## src/sv/pixel_scene_classifier_defines.svh

```systemverilog
// assertion macros used by the pixel scene classifier rtl
`ifndef PIXEL_SCENE_CLASSIFIER_DEFINES_SVH
`define PIXEL_SCENE_CLASSIFIER_DEFINES_SVH

`ifndef SYNTHESIS

// property holds at every clock edge out of reset
`define PSC_ASSERT(name, clk, rst_n, prop) \
  name: assert property (@(posedge clk) disable iff (!rst_n) (prop)) \
    else $error("psc assertion failed");

// consequent holds in the cycle after the antecedent
`define PSC_ASSERT_NEXT(name, clk, rst_n, ante, cons) \
  name: assert property (@(posedge clk) disable iff (!rst_n) (ante) |=> (cons)) \
    else $error("psc assertion failed");

`else

`define PSC_ASSERT(name, clk, rst_n, prop)
`define PSC_ASSERT_NEXT(name, clk, rst_n, ante, cons)

`endif

`endif

```

## src/sv/psc_pkg.sv

```systemverilog
// types and constants of the pixel scene classifier
package psc_pkg;

  localparam int MAX_DIM_DEF = 4096;

  localparam int PIX_W     = 8;
  localparam int CFG_W     = 13;
  localparam int CFG_IDX_W = 1;
  localparam int CNT_W     = 25;
  localparam int CTR_W     = 23;
  localparam int CLASS_W   = 3;

  localparam logic [CFG_IDX_W-1:0] REG_FRAME_WIDTH  = 1'b0;
  localparam logic [CFG_IDX_W-1:0] REG_FRAME_HEIGHT = 1'b1;

  localparam logic [CFG_W-1:0] FRAME_WIDTH_RST  = 13'd640;
  localparam logic [CFG_W-1:0] FRAME_HEIGHT_RST = 13'd480;

  // gray = sum/3, so gray < 70 is sum < 210 and gray > 190 is sum >= 573
  localparam logic [9:0] DARK_SUM_LIM   = 10'd210;
  localparam logic [9:0] BRIGHT_SUM_MIN = 10'd573;

  localparam logic [PIX_W-1:0] SKIN_R_MIN    = 8'd55;
  localparam logic [PIX_W-1:0] SKIN_G_MIN    = 8'd35;
  localparam logic [PIX_W-1:0] SKIN_B_MIN    = 8'd25;
  localparam logic [PIX_W-1:0] SKIN_DIFF_LIM = 8'd55;

  // percentages of the frame area (centre dark: of the centre window), compared by cross multiplication
  localparam int PCT_SCALE        = 100;
  localparam int SKIN_PCT         = 18;
  localparam int DARK_OBJ_PCT     = 3;
  localparam int BRIGHT_PCT       = 45;
  localparam int BRIGHT_DARK_PCT  = 5;
  localparam int CENTRE_DARK_PCT  = 8;

  typedef enum logic [CLASS_W-1:0] {
    CLS_SKIN     = 3'd0,
    CLS_DARK_OBJ = 3'd1,
    CLS_BRIGHT   = 3'd2,
    CLS_CENTRE   = 3'd3,
    CLS_UNKNOWN  = 3'd4
  } psc_class_e;

  typedef struct packed {
    logic [CNT_W-1:0] dark;
    logic [CNT_W-1:0] bright;
    logic [CNT_W-1:0] skin;
    logic [CTR_W-1:0] centre;
    logic [CTR_W-1:0] centre_dark;
  } psc_counts_t;

endpackage

```

## src/sv/pixel_scene_classifier.sv

```systemverilog
// top level of the pixel scene classifier: config registers and pipeline
//
// pixels enter on the input channel (valid/ready) in raster order, one item
// per pixel; the block tracks column and row itself from frame_width and
// frame_height (0 acts as 1, values above MAX_DIM act as MAX_DIM).
// every pixel updates running counts; only the last pixel of a frame makes
// a result item: the scene class and the dark, bright, skin and centre dark
// totals. the frame state then clears for the next frame.
// throughput is one pixel per cycle while in_ready_o is high; the pipeline is
// pixel register, accumulate, area multiply, decision/result register, and a
// frame's result passes through them in that order before it is offered.
// the result register parts the two sides: pixels keep flowing while a
// result waits; only when the result register and the two stages before it
// are all full does the last pixel of the next frame hold the input.
// reset (rst_ni low, asynchronous) empties the pipeline, zeroes position
// and counts and loads frame_width 640, frame_height 480.
// config writes (cfg_we_i, cfg_idx_i, cfg_data_i) take effect at once; the user
// must make them while no item is in flight: the block does not enforce it.
module pixel_scene_classifier #(
  parameter int MAX_DIM = psc_pkg::MAX_DIM_DEF
) (
  input  logic                          clk_i,
  input  logic                          rst_ni,
  input  logic                          cfg_we_i,
  input  logic [psc_pkg::CFG_IDX_W-1:0] cfg_idx_i,
  input  logic [psc_pkg::CFG_W-1:0]     cfg_data_i,
  input  logic                          in_valid_i,
  output logic                          in_ready_o,
  input  logic [psc_pkg::PIX_W-1:0]     red_i,
  input  logic [psc_pkg::PIX_W-1:0]     green_i,
  input  logic [psc_pkg::PIX_W-1:0]     blue_i,
  output logic                          out_valid_o,
  input  logic                          out_ready_i,
  output logic [psc_pkg::CLASS_W-1:0]   scene_class_o,
  output logic [psc_pkg::CNT_W-1:0]     dark_total_o,
  output logic [psc_pkg::CNT_W-1:0]     bright_total_o,
  output logic [psc_pkg::CNT_W-1:0]     skin_total_o,
  output logic [psc_pkg::CTR_W-1:0]     centre_dark_total_o
);
  import psc_pkg::*;

  localparam int CW = $clog2(MAX_DIM);
  localparam int DW = CW + 1;
  localparam int XW = (DW > CFG_W) ? DW : CFG_W;

  logic [CFG_W-1:0] frame_width_q, frame_height_q;
  logic [XW-1:0]    width_x, height_x;
  logic [DW-1:0]    width, height;

  logic          fin_valid, fin_ready;
  psc_counts_t   fin_cnt, out_cnt;
  logic [CW-1:0] fin_left, fin_right, fin_top, fin_bottom;
  logic [DW-1:0] fin_width, fin_height;

  always_ff @(posedge clk_i or negedge rst_ni) begin
    if (!rst_ni) begin
      frame_width_q  <= FRAME_WIDTH_RST;
      frame_height_q <= FRAME_HEIGHT_RST;
    end else if (cfg_we_i) begin
      unique case (cfg_idx_i)
        REG_FRAME_WIDTH:  frame_width_q  <= cfg_data_i;
        REG_FRAME_HEIGHT: frame_height_q <= cfg_data_i;
        default: ;
      endcase
    end
  end

  // clamp the dimensions into 1..MAX_DIM
  always_comb begin
    width_x  = XW'(frame_width_q);
    height_x = XW'(frame_height_q);
    if (width_x == '0)                width_x = XW'(1);
    else if (width_x > XW'(MAX_DIM))  width_x = XW'(MAX_DIM);
    if (height_x == '0)               height_x = XW'(1);
    else if (height_x > XW'(MAX_DIM)) height_x = XW'(MAX_DIM);
    width  = width_x[DW-1:0];
    height = height_x[DW-1:0];
  end

  psc_accum #(
    .MAX_DIM (MAX_DIM),
    .CW      (CW),
    .DW      (DW)
  ) u_accum (
    .clk_i        (clk_i),
    .rst_ni       (rst_ni),
    .in_valid_i   (in_valid_i),
    .in_ready_o   (in_ready_o),
    .red_i        (red_i),
    .green_i      (green_i),
    .blue_i       (blue_i),
    .width_i      (width),
    .height_i     (height),
    .fin_valid_o  (fin_valid),
    .fin_ready_i  (fin_ready),
    .fin_cnt_o    (fin_cnt),
    .fin_left_o   (fin_left),
    .fin_right_o  (fin_right),
    .fin_top_o    (fin_top),
    .fin_bottom_o (fin_bottom),
    .fin_width_o  (fin_width),
    .fin_height_o (fin_height)
  );

  psc_classify #(
    .MAX_DIM (MAX_DIM),
    .CW      (CW),
    .DW      (DW)
  ) u_classify (
    .clk_i         (clk_i),
    .rst_ni        (rst_ni),
    .fin_valid_i   (fin_valid),
    .fin_ready_o   (fin_ready),
    .fin_cnt_i     (fin_cnt),
    .fin_left_i    (fin_left),
    .fin_right_i   (fin_right),
    .fin_top_i     (fin_top),
    .fin_bottom_i  (fin_bottom),
    .fin_width_i   (fin_width),
    .fin_height_i  (fin_height),
    .out_valid_o   (out_valid_o),
    .out_ready_i   (out_ready_i),
    .scene_class_o (scene_class_o),
    .out_cnt_o     (out_cnt)
  );

  assign dark_total_o        = out_cnt.dark;
  assign bright_total_o      = out_cnt.bright;
  assign skin_total_o        = out_cnt.skin;
  assign centre_dark_total_o = out_cnt.centre_dark;

endmodule

```

## src/sv/psc_accum.sv

```systemverilog
// pixel register, per-pixel tests, raster position and frame accumulators
`include "pixel_scene_classifier_defines.svh"

module psc_accum #(
  parameter int MAX_DIM = psc_pkg::MAX_DIM_DEF,
  parameter int CW      = $clog2(MAX_DIM),
  parameter int DW      = CW + 1
) (
  input  logic                     clk_i,
  input  logic                     rst_ni,
  input  logic                     in_valid_i,
  output logic                     in_ready_o,
  input  logic [psc_pkg::PIX_W-1:0] red_i,
  input  logic [psc_pkg::PIX_W-1:0] green_i,
  input  logic [psc_pkg::PIX_W-1:0] blue_i,
  input  logic [DW-1:0]            width_i,
  input  logic [DW-1:0]            height_i,
  output logic                     fin_valid_o,
  input  logic                     fin_ready_i,
  output psc_pkg::psc_counts_t     fin_cnt_o,
  output logic [CW-1:0]            fin_left_o,
  output logic [CW-1:0]            fin_right_o,
  output logic [CW-1:0]            fin_top_o,
  output logic [CW-1:0]            fin_bottom_o,
  output logic [DW-1:0]            fin_width_o,
  output logic [DW-1:0]            fin_height_o
);
  import psc_pkg::*;

  logic             pix_vld_q;
  logic [PIX_W-1:0] red_q, green_q, blue_q;

  logic [CW-1:0]    col_q, col_d, row_q, row_d;
  logic [CNT_W-1:0] dark_q, dark_d, bright_q, bright_d, skin_q, skin_d;
  logic [CTR_W-1:0] ccount_q, ccount_d, cdark_q, cdark_d;
  logic [CW-1:0]    left_q, left_d, right_q, right_d, top_q, top_d, bottom_q, bottom_d;

  logic             fin_vld_q;
  psc_counts_t      fin_cnt_q;
  logic [CW-1:0]    fin_left_q, fin_right_q, fin_top_q, fin_bottom_q;
  logic [DW-1:0]    fin_w_q, fin_h_q;

  logic [9:0]       sum;
  logic             is_dark, is_bright, is_skin, in_centre;
  logic [DW-1:0]    x_ext, y_ext, x_inc, y_inc, quarter_w, quarter_h;
  logic             row_end, frame_end, fin_free, pix_go;

  always_comb begin
    sum       = {2'b00, red_q} + {2'b00, green_q} + {2'b00, blue_q};
    is_dark   = sum < DARK_SUM_LIM;
    is_bright = !is_dark && (sum >= BRIGHT_SUM_MIN);
    is_skin   = (red_q > SKIN_R_MIN) && (green_q > SKIN_G_MIN) && (blue_q > SKIN_B_MIN) &&
                (red_q >= green_q) && ((red_q - green_q) < SKIN_DIFF_LIM);

    x_ext     = {1'b0, col_q};
    y_ext     = {1'b0, row_q};
    x_inc     = x_ext + DW'(1);
    y_inc     = y_ext + DW'(1);
    quarter_w = width_i >> 2;
    quarter_h = height_i >> 2;
    // window spans w/2 columns from w/4, h/2 rows from h/4
    in_centre = (x_ext >= quarter_w) && (x_ext < quarter_w + (width_i >> 1)) &&
                (y_ext >= quarter_h) && (y_ext < quarter_h + (height_i >> 1));
    row_end   = x_inc >= width_i;
    frame_end = row_end && (y_inc >= height_i);
  end

  assign fin_free   = !fin_vld_q || fin_ready_i;
  assign pix_go     = pix_vld_q && (!frame_end || fin_free);
  assign in_ready_o = !pix_vld_q || pix_go;

  always_comb begin
    dark_d   = dark_q;
    bright_d = bright_q;
    skin_d   = skin_q;
    ccount_d = ccount_q;
    cdark_d  = cdark_q;
    left_d   = left_q;
    right_d  = right_q;
    top_d    = top_q;
    bottom_d = bottom_q;

    if (is_dark) begin
      // first dark pixel of the frame seeds the box
      if (dark_q == '0 || col_q < left_q)   left_d   = col_q;
      if (dark_q == '0 || col_q > right_q)  right_d  = col_q;
      if (dark_q == '0 || row_q < top_q)    top_d    = row_q;
      if (dark_q == '0 || row_q > bottom_q) bottom_d = row_q;
      if (!(&dark_q)) dark_d = dark_q + CNT_W'(1);
    end else if (is_bright) begin
      if (!(&bright_q)) bright_d = bright_q + CNT_W'(1);
    end
    if (is_skin && !(&skin_q)) skin_d = skin_q + CNT_W'(1);
    if (in_centre) begin
      if (!(&ccount_q)) ccount_d = ccount_q + CTR_W'(1);
      if (is_dark && !(&cdark_q)) cdark_d = cdark_q + CTR_W'(1);
    end

    if (row_end) begin
      col_d = '0;
      row_d = frame_end ? '0 : y_inc[CW-1:0];
    end else begin
      col_d = x_inc[CW-1:0];
      row_d = row_q;
    end
  end

  always_ff @(posedge clk_i or negedge rst_ni) begin
    if (!rst_ni) begin
      pix_vld_q <= 1'b0;
    end else if (in_ready_o) begin
      pix_vld_q <= in_valid_i;
    end
  end

  always_ff @(posedge clk_i) begin
    if (in_valid_i && in_ready_o) begin
      red_q   <= red_i;
      green_q <= green_i;
      blue_q  <= blue_i;
    end
  end

  always_ff @(posedge clk_i or negedge rst_ni) begin
    if (!rst_ni) begin
      col_q    <= '0;
      row_q    <= '0;
      dark_q   <= '0;
      bright_q <= '0;
      skin_q   <= '0;
      ccount_q <= '0;
      cdark_q  <= '0;
    end else if (pix_go) begin
      col_q <= col_d;
      row_q <= row_d;
      if (frame_end) begin
        dark_q   <= '0;
        bright_q <= '0;
        skin_q   <= '0;
        ccount_q <= '0;
        cdark_q  <= '0;
      end else begin
        dark_q   <= dark_d;
        bright_q <= bright_d;
        skin_q   <= skin_d;
        ccount_q <= ccount_d;
        cdark_q  <= cdark_d;
      end
    end
  end

  // box is only read while the dark count is nonzero
  always_ff @(posedge clk_i) begin
    if (pix_go) begin
      left_q   <= left_d;
      right_q  <= right_d;
      top_q    <= top_d;
      bottom_q <= bottom_d;
    end
  end

  always_ff @(posedge clk_i or negedge rst_ni) begin
    if (!rst_ni) begin
      fin_vld_q <= 1'b0;
    end else if (fin_free) begin
      fin_vld_q <= pix_go && frame_end;
    end
  end

  always_ff @(posedge clk_i) begin
    if (pix_go && frame_end) begin
      fin_cnt_q.dark        <= dark_d;
      fin_cnt_q.bright      <= bright_d;
      fin_cnt_q.skin        <= skin_d;
      fin_cnt_q.centre      <= ccount_d;
      fin_cnt_q.centre_dark <= cdark_d;
      fin_left_q            <= left_d;
      fin_right_q           <= right_d;
      fin_top_q             <= top_d;
      fin_bottom_q          <= bottom_d;
      fin_w_q               <= width_i;
      fin_h_q               <= height_i;
    end
  end

  assign fin_valid_o  = fin_vld_q;
  assign fin_cnt_o    = fin_cnt_q;
  assign fin_left_o   = fin_left_q;
  assign fin_right_o  = fin_right_q;
  assign fin_top_o    = fin_top_q;
  assign fin_bottom_o = fin_bottom_q;
  assign fin_width_o  = fin_w_q;
  assign fin_height_o = fin_h_q;

  `PSC_ASSERT_NEXT(a_frame_clears, clk_i, rst_ni, pix_go && frame_end, col_q == '0 && row_q == '0 && dark_q == '0 && fin_vld_q)
  `PSC_ASSERT(a_cdark_le_dark, clk_i, rst_ni, CNT_W'(cdark_q) <= dark_q)
  `PSC_ASSERT(a_cdark_le_centre, clk_i, rst_ni, cdark_q <= ccount_q)
  `PSC_ASSERT_NEXT(a_fin_holds, clk_i, rst_ni, fin_vld_q && !fin_ready_i, fin_vld_q && $stable(fin_cnt_q))

endmodule

```

## src/sv/psc_classify.sv

```systemverilog
// frame area product, box aspect and priority scene decision with result register
module psc_classify #(
  parameter int MAX_DIM = psc_pkg::MAX_DIM_DEF,
  parameter int CW      = $clog2(MAX_DIM),
  parameter int DW      = CW + 1
) (
  input  logic                        clk_i,
  input  logic                        rst_ni,
  input  logic                        fin_valid_i,
  output logic                        fin_ready_o,
  input  psc_pkg::psc_counts_t        fin_cnt_i,
  input  logic [CW-1:0]               fin_left_i,
  input  logic [CW-1:0]               fin_right_i,
  input  logic [CW-1:0]               fin_top_i,
  input  logic [CW-1:0]               fin_bottom_i,
  input  logic [DW-1:0]               fin_width_i,
  input  logic [DW-1:0]               fin_height_i,
  output logic                        out_valid_o,
  input  logic                        out_ready_i,
  output logic [psc_pkg::CLASS_W-1:0] scene_class_o,
  output psc_pkg::psc_counts_t        out_cnt_o
);
  import psc_pkg::*;

  localparam int PW   = 2 * DW;
  localparam int CMPW = (PW + 7 > 33) ? PW + 7 : 33;

  logic          s2_vld_q;
  logic [PW-1:0] tot_q;
  psc_counts_t   cnt2_q;
  logic          tall_q, tall_d;

  logic          out_vld_q;
  psc_class_e    class_q, class_d;
  psc_counts_t   cnt_out_q;

  logic          out_load, s2_load;
  logic [CW-1:0] span_w, span_h, span_max, span_min;

  logic [CMPW-1:0] tot, dark_x, bright_x, skin_x, cdark_x, centre_x;
  logic            c_skin, c_dark, c_bright, c_centre;

  assign out_load    = !out_vld_q || out_ready_i;
  assign s2_load     = !s2_vld_q || out_load;
  assign fin_ready_o = s2_load;

  // box spans count as zero without any dark pixel
  always_comb begin
    span_w = '0;
    span_h = '0;
    if (fin_cnt_i.dark != '0) begin
      if (fin_right_i > fin_left_i)  span_w = fin_right_i - fin_left_i;
      if (fin_bottom_i > fin_top_i)  span_h = fin_bottom_i - fin_top_i;
    end
    span_max = (span_w > span_h) ? span_w : span_h;
    span_min = (span_w > span_h) ? span_h : span_w;
    tall_d   = (span_w != '0) && (span_h != '0) &&
               ({1'b0, span_max} >= {span_min, 1'b0});
  end

  always_ff @(posedge clk_i or negedge rst_ni) begin
    if (!rst_ni) begin
      s2_vld_q <= 1'b0;
    end else if (s2_load) begin
      s2_vld_q <= fin_valid_i;
    end
  end

  always_ff @(posedge clk_i) begin
    if (s2_load && fin_valid_i) begin
      tot_q  <= PW'(fin_width_i) * PW'(fin_height_i);
      cnt2_q <= fin_cnt_i;
      tall_q <= tall_d;
    end
  end

  always_comb begin
    tot      = CMPW'(tot_q);
    dark_x   = CMPW'(cnt2_q.dark) * CMPW'(PCT_SCALE);
    bright_x = CMPW'(cnt2_q.bright) * CMPW'(PCT_SCALE);
    skin_x   = CMPW'(cnt2_q.skin) * CMPW'(PCT_SCALE);
    cdark_x  = CMPW'(cnt2_q.centre_dark) * CMPW'(PCT_SCALE);
    centre_x = CMPW'(cnt2_q.centre) * CMPW'(CENTRE_DARK_PCT);

    c_skin   = skin_x > CMPW'(SKIN_PCT) * tot;
    c_dark   = (dark_x > CMPW'(DARK_OBJ_PCT) * tot) && tall_q;
    c_bright = (bright_x > CMPW'(BRIGHT_PCT) * tot) &&
               (dark_x < CMPW'(BRIGHT_DARK_PCT) * tot);
    c_centre = (cnt2_q.centre != '0) && (cdark_x > centre_x);

    priority if (c_skin)   class_d = CLS_SKIN;
    else if (c_dark)       class_d = CLS_DARK_OBJ;
    else if (c_bright)     class_d = CLS_BRIGHT;
    else if (c_centre)     class_d = CLS_CENTRE;
    else                   class_d = CLS_UNKNOWN;
  end

  always_ff @(posedge clk_i or negedge rst_ni) begin
    if (!rst_ni) begin
      out_vld_q <= 1'b0;
    end else if (out_load) begin
      out_vld_q <= s2_vld_q;
    end
  end

  always_ff @(posedge clk_i) begin
    if (out_load && s2_vld_q) begin
      class_q   <= class_d;
      cnt_out_q <= cnt2_q;
    end
  end

  assign out_valid_o   = out_vld_q;
  assign scene_class_o = class_q;
  assign out_cnt_o     = cnt_out_q;

endmodule
```

## config.mk

```make
export PLATFORM = sky130hd
export DESIGN_NAME = pixel_scene_classifier
export DESIGN_NICKNAME = d
export VERILOG_FILES = /design/src/sv/psc_pkg.sv /design/src/sv/pixel_scene_classifier.sv /design/src/sv/psc_accum.sv /design/src/sv/psc_classify.sv
export VERILOG_INCLUDE_DIRS = /design/src /design/src/sv
export SDC_FILE = /design/constraint.sdc
export NUM_CORES = 2
export LEC_CHECK = 0
export ABC_AREA = 1
export BUFFER_PORTS_ARGS = -buffer_cell sky130_fd_sc_hd__clkbuf_2
export CORE_UTILIZATION = 30
export DETAILED_ROUTE_END_ITERATION = 8
export GPL_TIMING_DRIVEN = 0
export SYNTH_ARGS = -nofsm -noshare
export SYNTH_HDL_FRONTEND = slang
export SYNTH_SLANG_ARGS = --single-unit
```

## constraint.sdc

```tcl
create_clock -name clk_i -period 7.27 [get_ports clk_i]
set_input_delay 0.727 -clock clk_i [delete_from_list [all_inputs] [get_ports clk_i]]
set_output_delay 0.727 -clock clk_i [all_outputs]
set_load 0.05 [all_outputs]
```

# Yosys cells after proc, flatten, opt, wreduce, memory -nomap -nowiden
# Index checks and enable logic that the tools add are counted.
totals:
  out_inout_bits: 103
  inputBits: 43
  ff_bits: 691
op_classes:
  magnitude_cmp: 28
  multipliers: 9
  add_sub_neg: 14
  mux: 38
  n_reduce_logical: 55
  bitwise_logic: 1
op_table:
  columns: ["cell", "n"]
  rows:
  - ["2-to-1 mux 25 bit", 9]
  - ["2-to-1 mux 12 bit", 16]
  - ["2-to-1 mux 23 bit", 6]
  - ["multiplier 25 x 5 -> 30 bit, second input constant", 3]
  - ["adder 25 x 1 -> 25 bit, second input constant", 3]
  - ["AND reduction 25 bit", 3]
  - ["> comparator 12 bit", 5]
  - ["2-to-1 mux 13 bit", 4]
  - ["adder 23 x 1 -> 23 bit, second input constant", 2]
  - ["AND reduction 23 bit", 2]
  - ["> comparator 32 x 28 -> 1 bit", 1]
  - ["> comparator 32 x 31 -> 1 bit", 1]
  - ["> comparator 32 bit", 1]
  - ["< comparator 32 x 29 -> 1 bit", 1]
  - ["multiplier 6 x 26 -> 32 bit, first input constant", 1]
  - ["> comparator 30 x 26 -> 1 bit", 1]
  - ["multiplier 4 x 26 -> 30 bit, first input constant", 1]
  - ["multiplier 3 x 26 -> 29 bit, first input constant", 1]
  - ["multiplier 2 x 26 -> 28 bit, first input constant", 1]
  - ["multiplier 23 x 5 -> 28 bit, second input constant", 1]
  - ["adder 11 x 12 -> 13 bit", 2]
  - ["adder 12 x 1 -> 13 bit, second input constant", 2]
  - [">= comparator 13 bit", 2]
  - ["> comparator 13 bit, second input constant", 2]
  - ["30 further kinds", 74]

# Logic depth before layout (Yosys ltp)
logic_depth:
  word_depth: 10
  depth_mapped: 33
  depth_no_buf: 33

# Cells and area by module
# From an unflattened synthesis, not the netlist that was laid out.
unflattened:
  hier_cells: 7461
  area_unflattened_um2: 62720.2
modules_own_cells:
  columns: ["module", "area_each_um2", "cells_per_inst", "seq_area_each_um2", "n_inst"]
  rows:
  - ["psc_classify", 36665.2, 4363, 8217.9, 1]
  - ["psc_accum", 24720.0, 2926, 11696.2, 1]
  - ["pixel_scene_classifier", 1335.0, 172, 658.1, 1]

# Worst setup path before layout
# OpenSTA, ideal clock, no wires.
synth_path:
  kind: "reg-to-reg"
  from: "register u_accum.col_q[2]"
  to: "register u_accum.fin_bottom_q[0], in the netlist u_accum.fin_bottom_o[0] (enable)"
  path_slack_ns: 0.088
  setup_time_ns: 0.550
  t_required_ns: 6.720
  path_stages_with_launch: 20
  arrival_time_ns: 6.632
  path_cell_list: "dfrtp_1 -> inv_1 -> nor3_1 -> nand3_1 -> nor2_1 -> nand3_1 -> nor3_1 -> xor2_1 -> inv_1 -> ha_1 -> nand2_1 -> o21ai_0 -> a21oi_1 -> nand3_1 -> nand3_1 -> nand2_1 -> inv_1 -> buf_2 -> nand2_1 -> inv_1"
synth_between:
  elab_chain_len: 7
synth_rtl:
  columns: ["item", "line_no", "text"]
  rows:
  - ["start: declaration", "psc_accum.sv:33", "logic [CW-1:0] col_q, col_d, row_q, row_d;"]
  - ["start signal: assignment", "psc_accum.sv:134", "col_q <= col_d;"]
  - ["adder 12 x 1 -> 13 bit *", "psc_accum.sv:57", "x_inc = x_ext + DW'(1);"]
  - [">= comparator 13 bit *", "psc_accum.sv:64", "row_end = x_inc >= width_i;"]
  - ["logical AND 1 bit *", "psc_accum.sv:65", "frame_end = row_end && (y_inc >= height_i);"]
  - ["logical NOT 1 bit", "psc_accum.sv:69", "assign pix_go = pix_vld_q && (!frame_end || fin_free);"]
  - ["logical OR 1 bit", "psc_accum.sv:69", null]
  - ["logical AND 1 bit", "psc_accum.sv:69", null]
  - ["logical AND 1 bit *", "psc_accum.sv:171", "if (pix_go && frame_end) begin"]
  - ["end signal: assignment", "psc_accum.sv:180", "fin_bottom_q <= bottom_d;"]
  - ["end: declaration", "psc_accum.sv:40", "logic [CW-1:0] fin_left_q, fin_right_q, fin_top_q, fin_bottom_q;"]
# Mark *: on every way between the ends. The rest lies on a longest branch, timed or not.
# A chain may end at the register's enable or synchronous reset.

# Worst setup path after layout
layout_path:
  from: "register u_classify.tot_q[1]"
  to: "register u_classify.class_q[1], in the netlist u_classify.scene_class_o[1] (data pin)"
layout_between:
  elab_chain_len: 4
  word_cells_on_any_way: 12
  classes_between: "4 x mul; 4 x order compare; 1 x mux; 3 x reduce/logical"
layout_rtl:
  columns: ["item", "line_no", "text"]
  rows:
  - ["start: declaration", "psc_classify.sv:29", "logic [PW-1:0] tot_q;"]
  - ["start signal: assignment", "psc_classify.sv:71", "tot_q <= PW'(fin_width_i) * PW'(fin_height_i);"]
  - ["multiplier 6 x 26 -> 32 bit (tied with other cells)", "psc_classify.sv:87", "c_bright = (bright_x > CMPW'(BRIGHT_PCT) * tot) &&"]
  - ["> comparator 32 bit (tied with other cells)", "psc_classify.sv:87", null]
  - ["logical AND 1 bit, on equally long branches", "psc_classify.sv:87, psc_classify.sv:86", null]
  - ["2-to-1 mux 2 bit / OR reduction 2 bit (equally long branches)", null, null]
  - ["end signal: assignment", "psc_classify.sv:108", "class_q <= class_d;"]
  - ["end: declaration", "psc_classify.sv:34", "psc_class_e class_q, class_d;"]
# Parallel ways exist; a longest one is shown, timed or not.

==> impl_summary.log <==
[metrics] Clock Path Buffers: 3
[metrics] HPWL after detailed placement: 135800 um
[metrics] worst hold path class: primary input to register
[metrics] clock latency of the later-clocked register in the worst-skew pair: 0.72 ns
[metrics] leakage power of the design: 33.64 nW
[metrics] floorplan die height: 455.0 um
[metrics] maximum number of pins on one net before global-route repair: 102
[metrics] Setup Skew: 0.09206 ns
[metrics] sequential fraction of the synthesis area: 32.29%
[metrics] summed instance area of the synthesized netlist: 61570 sq um
[metrics] cell chosen for the clock root: sky130_fd_sc_hd__clkbuf_16
[metrics] total of endpoints with negative setup slack in the final report: 0
[metrics] worst hold path cell count: 1
[metrics] WL per Instance: 15.97 um
[metrics] first-pass GRT wire length: 262900 um
[metrics] Worst Reg2Reg Path Length in Cells: 27
[metrics] EDFF count, synth: 516
[metrics] share of total power in combinational logic: 61.1%
[metrics] Internal: 13.87 mW
[metrics] starting density of the core: 30.31%
[metrics] mean post-synth cell area: 8.354 sq um
[metrics] number of buffers created by CTS: 78
[metrics] overall routing resource usage: 15.92%
[metrics] final core utilization: 33.76%
[metrics] Cells after Synth: 7370
[metrics] Max Fclk: 150.8 MHz
[metrics] Synth async-reset ratio: 25.33%
[metrics] total die area: 207100 sq um
[metrics] total global routing overflow: 0
[metrics] type of the worst setup path: register to register
[metrics] share of layout cells above drive strength 1: 5.073%
[metrics] CP Data Required Time: 7.77 ns
[metrics] final hold vios: 0
[metrics] routed via count: 49113
[metrics] placed cells: 10195
[metrics] register bit total from synthesis: 691
[metrics] placer's final routability congestion estimate: 0.9281
[metrics] number of search-and-repair iterations in the first detailed-routing pass: 8
[metrics] Critical Path Sink Type: register
[metrics] proportion of netlist area held by the largest area contributor: 25.17%
[metrics] count of different cell masters after synthesis: 66
[metrics] remaining max-slew budget at the tightest pin: 36.73%
[metrics] sequential share of power: 23.6%
[metrics] highest-count cells in the layout ignoring fill and taps: sky130_fd_sc_hd__nand2_1, sky130_fd_sc_hd__inv_1, sky130_fd_sc_hd__ha_1
[metrics] post-placement worst setup slack: 0.1981 ns
[metrics] CP max FO: 8
[metrics] die span in x: 455.0 um
[metrics] fin crit share: 91.24%
[metrics] Antenna Violating Nets Remaining: 0
[metrics] via-per-instance ratio: 4.749
[metrics] result of the run: finished clean
[metrics] power per cell area: 391.0 nW/um^2
[metrics] clock group share of total power: 15.3%
[metrics] DRC violation total after the first TritonRoute iteration: 2937
[metrics] final layout net count: 8788
[metrics] Yosys warning total: 0
[metrics] Tightest Pin Transition: 0.9469 ns
[metrics] synth top area cells: sky130_fd_sc_hd__edfxtp_1, sky130_fd_sc_hd__ha_1, sky130_fd_sc_hd__nand2_1, sky130_fd_sc_hd__inv_1, sky130_fd_sc_hd__fa_1
[metrics] data arrival time of the worst path: 7.13 ns
[metrics] final hold slack: 0.1840 ns
[metrics] post-CTS clock slew at the launch and capture registers of the worst setup and hold paths: 0.06 ns
[metrics] TritonCTS clock tree: yes
[metrics] number of max-slew violations in the final report: 0
[metrics] count of H-tree levels built during CTS: 3
[metrics] via count of the first global-routing pass: 48975
[metrics] most frequently used flop master after synthesis: sky130_fd_sc_hd__edfxtp_1
[metrics] Maximum Capacitance Violations: 0
[metrics] net switching power: 12.95 mW
[metrics] worst vdd ir: 0.0003090 V
[metrics] number of filler cells placed in the layout: 21212
[metrics] number of nets produced by synthesis: 8553
[metrics] Post-CTS Setup Inserts: 0
[metrics] area growth from synthesis to layout: 11.39%
[metrics] commonest non-fill, non-tap cell in the layout: sky130_fd_sc_hd__nand2_1
[metrics] count of boundary I/O pins: 146
[metrics] Site Rows: 165
[metrics] crit start category: register
[metrics] post-layout min period: 6.633 ns
[metrics] count of buffers inserted at the top-level ports: 145
[metrics] initial antenna violation count: 3
[metrics] count of clock tree sinks: 691
[metrics] library cell occupying the most area in the post-synthesis netlist: sky130_fd_sc_hd__edfxtp_1
[metrics] core area: 203100 sq um
[metrics] post-route insts no fill: 10341
[metrics] Routed Wire Length: 165100 um
[metrics] unrepaired setup endpoints after global routing: false
[metrics] final worst-path setup slack: 0.6371 ns
[metrics] DRC errors left: 0
[metrics] Sw Ratio: 48.29%
## path summary, 6_finish.rpt
path                                       start                     endpoint  slack (ns)
max                          u_classify.tot_q[1]  u_classify.scene_class_o[1]        0.64
min                                     red_i[2]             u_accum.red_q[2]        0.18
max reg2reg                  u_classify.tot_q[1]  u_classify.scene_class_o[1]        0.64
min reg2reg                u_accum.fin_cnt_o[22]        u_classify.cnt2_q[22]        0.41
max in group asynchronous                 rst_ni           u_accum.skin_q[16]        5.63
min in group asynchronous                 rst_ni             frame_width_q[0]        0.46
## logic make-up after synthesis
logic type | Yosys count | synth area share [%]
AOI/OAI and AO/OA | 1017 | 8.911
xor gates and xnor gates | 340 | 4.836
adders and majority gates | 1140 | 26.23
buffers and inverters | 1511 | 9.392
DFF | 691 | 32.29
and+or+nand+nor | 2671 | 18.34
## cell usage after synthesis (8+ instances only)
| cell | n |
|---|---|
| sky130_fd_sc_hd__a211oi_1 | 8 |
| sky130_fd_sc_hd__nand4_1 | 133 |
| sky130_fd_sc_hd__nor4_1 | 55 |
| sky130_fd_sc_hd__or2_2 | 13 |
| sky130_fd_sc_hd__ha_1 | 889 |
| sky130_fd_sc_hd__inv_1 | 1388 |
| sky130_fd_sc_hd__a21oi_1 | 412 |
| sky130_fd_sc_hd__nor3_1 | 87 |
| sky130_fd_sc_hd__a21o_1 | 26 |
| sky130_fd_sc_hd__nor2_1 | 368 |
| sky130_fd_sc_hd__buf_1 | 9 |
| sky130_fd_sc_hd__o21ai_0 | 362 |
| sky130_fd_sc_hd__nand2_1 | 1656 |
| sky130_fd_sc_hd__dfrtp_1 | 169 |
| sky130_fd_sc_hd__clkbuf_1 | 58 |
| sky130_fd_sc_hd__a21boi_0 | 12 |
| sky130_fd_sc_hd__nand3b_1 | 8 |
| sky130_fd_sc_hd__xnor2_1 | 128 |
| sky130_fd_sc_hd__o21a_1 | 13 |
| sky130_fd_sc_hd__buf_4 | 11 |
| sky130_fd_sc_hd__o21bai_1 | 31 |
| sky130_fd_sc_hd__o21ai_1 | 87 |
| sky130_fd_sc_hd__inv_2 | 9 |
| sky130_fd_sc_hd__edfxtp_1 | 516 |
| sky130_fd_sc_hd__buf_2 | 31 |
| sky130_fd_sc_hd__nand3_1 | 296 |
| sky130_fd_sc_hd__o211ai_1 | 16 |
| sky130_fd_sc_hd__a31oi_1 | 25 |
| sky130_fd_sc_hd__and2_1 | 15 |
| sky130_fd_sc_hd__fa_1 | 251 |
| sky130_fd_sc_hd__xor2_1 | 212 |
## power by group through the flow
| stage | logic (mW) | clock network [mW] | registers, mW |
|---|---|---|---|
| floorplan | 12.1 | 0 | 6.27 |
| global placement | 16.0 | 0 | 6.47 |
| detailed placement | 16.3 | 0 | 6.39 |
| CTS | 16.5 | 4.20 | 6.33 |
| global route | 18.8 | 4.34 | 6.43 |
| finish | 16.4 | 4.09 | 6.33 |
## metal layers
layer	GRT usage (%)	up-vias	routed length (um)
met5	0	-	0
met4	6.597	0	6968
met3	1.609	246	5824
met2	27.15	882	77620
met1	20.48	23324	74680
li1	-	24661	-
## sequential cells by signal, summed over array words and instances (netlist names), 13 cells and up
signal / cells
frame_width_q: 13
u_accum.skin_q: 25
u_accum.dark_q: 25
u_accum.ccount_q: 23
u_accum.cdark_q: 23
u_classify.cnt2_q: 121
frame_height_q: 13
u_accum.fin_height_o: 13
u_classify.tot_q: 26
u_classify.out_cnt_o: 98
u_accum.fin_cnt_o: 121
u_accum.fin_width_o: 13
u_accum.bright_q: 25
## metrics by stage
stage               TNS [ns]  instance area (sq um)  total power, mW
floorplan                  0                  61570            18.40
global placement     -896.61                  65640            22.52
detailed placement         0                  65890            22.73
CTS                        0                  68550            27.00
global route               0                  68580            29.57
finish                     0                  68580            26.81
## worst max-delay path: stages, from the launching register on
cell	delay, ns
sky130_fd_sc_hd__edfxtp_1	0.62
sky130_fd_sc_hd__ha_1	0.44
sky130_fd_sc_hd__xnor2_1	0.30
sky130_fd_sc_hd__inv_1	0.10
sky130_fd_sc_hd__ha_1	0.19
sky130_fd_sc_hd__or2_2	0.30
sky130_fd_sc_hd__fa_1	0.45
sky130_fd_sc_hd__ha_1	0.33
sky130_fd_sc_hd__inv_1	0.08
sky130_fd_sc_hd__nor4_1	0.22
sky130_fd_sc_hd__nor2_1	0.14
sky130_fd_sc_hd__o21bai_1	0.43
sky130_fd_sc_hd__a21oi_1	0.18
sky130_fd_sc_hd__o21bai_1	0.31
sky130_fd_sc_hd__nand2_1	0.08
sky130_fd_sc_hd__inv_1	0.08
sky130_fd_sc_hd__nor2_1	0.04
sky130_fd_sc_hd__nand2_1	0.06
sky130_fd_sc_hd__nand2_1	0.06
sky130_fd_sc_hd__ha_1	0.27
sky130_fd_sc_hd__nand2_1	0.09
sky130_fd_sc_hd__nor4_2	0.67
sky130_fd_sc_hd__nand2_1	0.11
sky130_fd_sc_hd__nand2_1	0.14
sky130_fd_sc_hd__nand3_1	0.08
sky130_fd_sc_hd__nor2_1	0.09
sky130_fd_sc_hd__nand3_1	0.24
sky130_fd_sc_hd__a21oi_1	0.35
## timing repair
action / in CTS / in global routing
endpoints found under the setup margin: 0 / 3
hold endpoints to repair: 15 / 0
hold buffers: 1 / 0
resized for setup: 0 / 1
## cell type report
type / instances / area [sq um] / area share [%]
well taps: 2672 / 3343 / 4.875
multi-input cells: 5168 / 35930 / 52.39
diodes: 1 / 2.502 / 0.003649
clock inverters: 54 / 651.9 / 0.9505
repair buffers: 155 / 969.7 / 1.414
flip-flops and latches: 691 / 19880 / 28.99
plain buffers: 114 / 539.3 / 0.7863
clock buffers: 89 / 2003 / 2.921
inverters: 1397 / 5259 / 7.668
No activity file was read; power rests on OpenSTA's default activity.
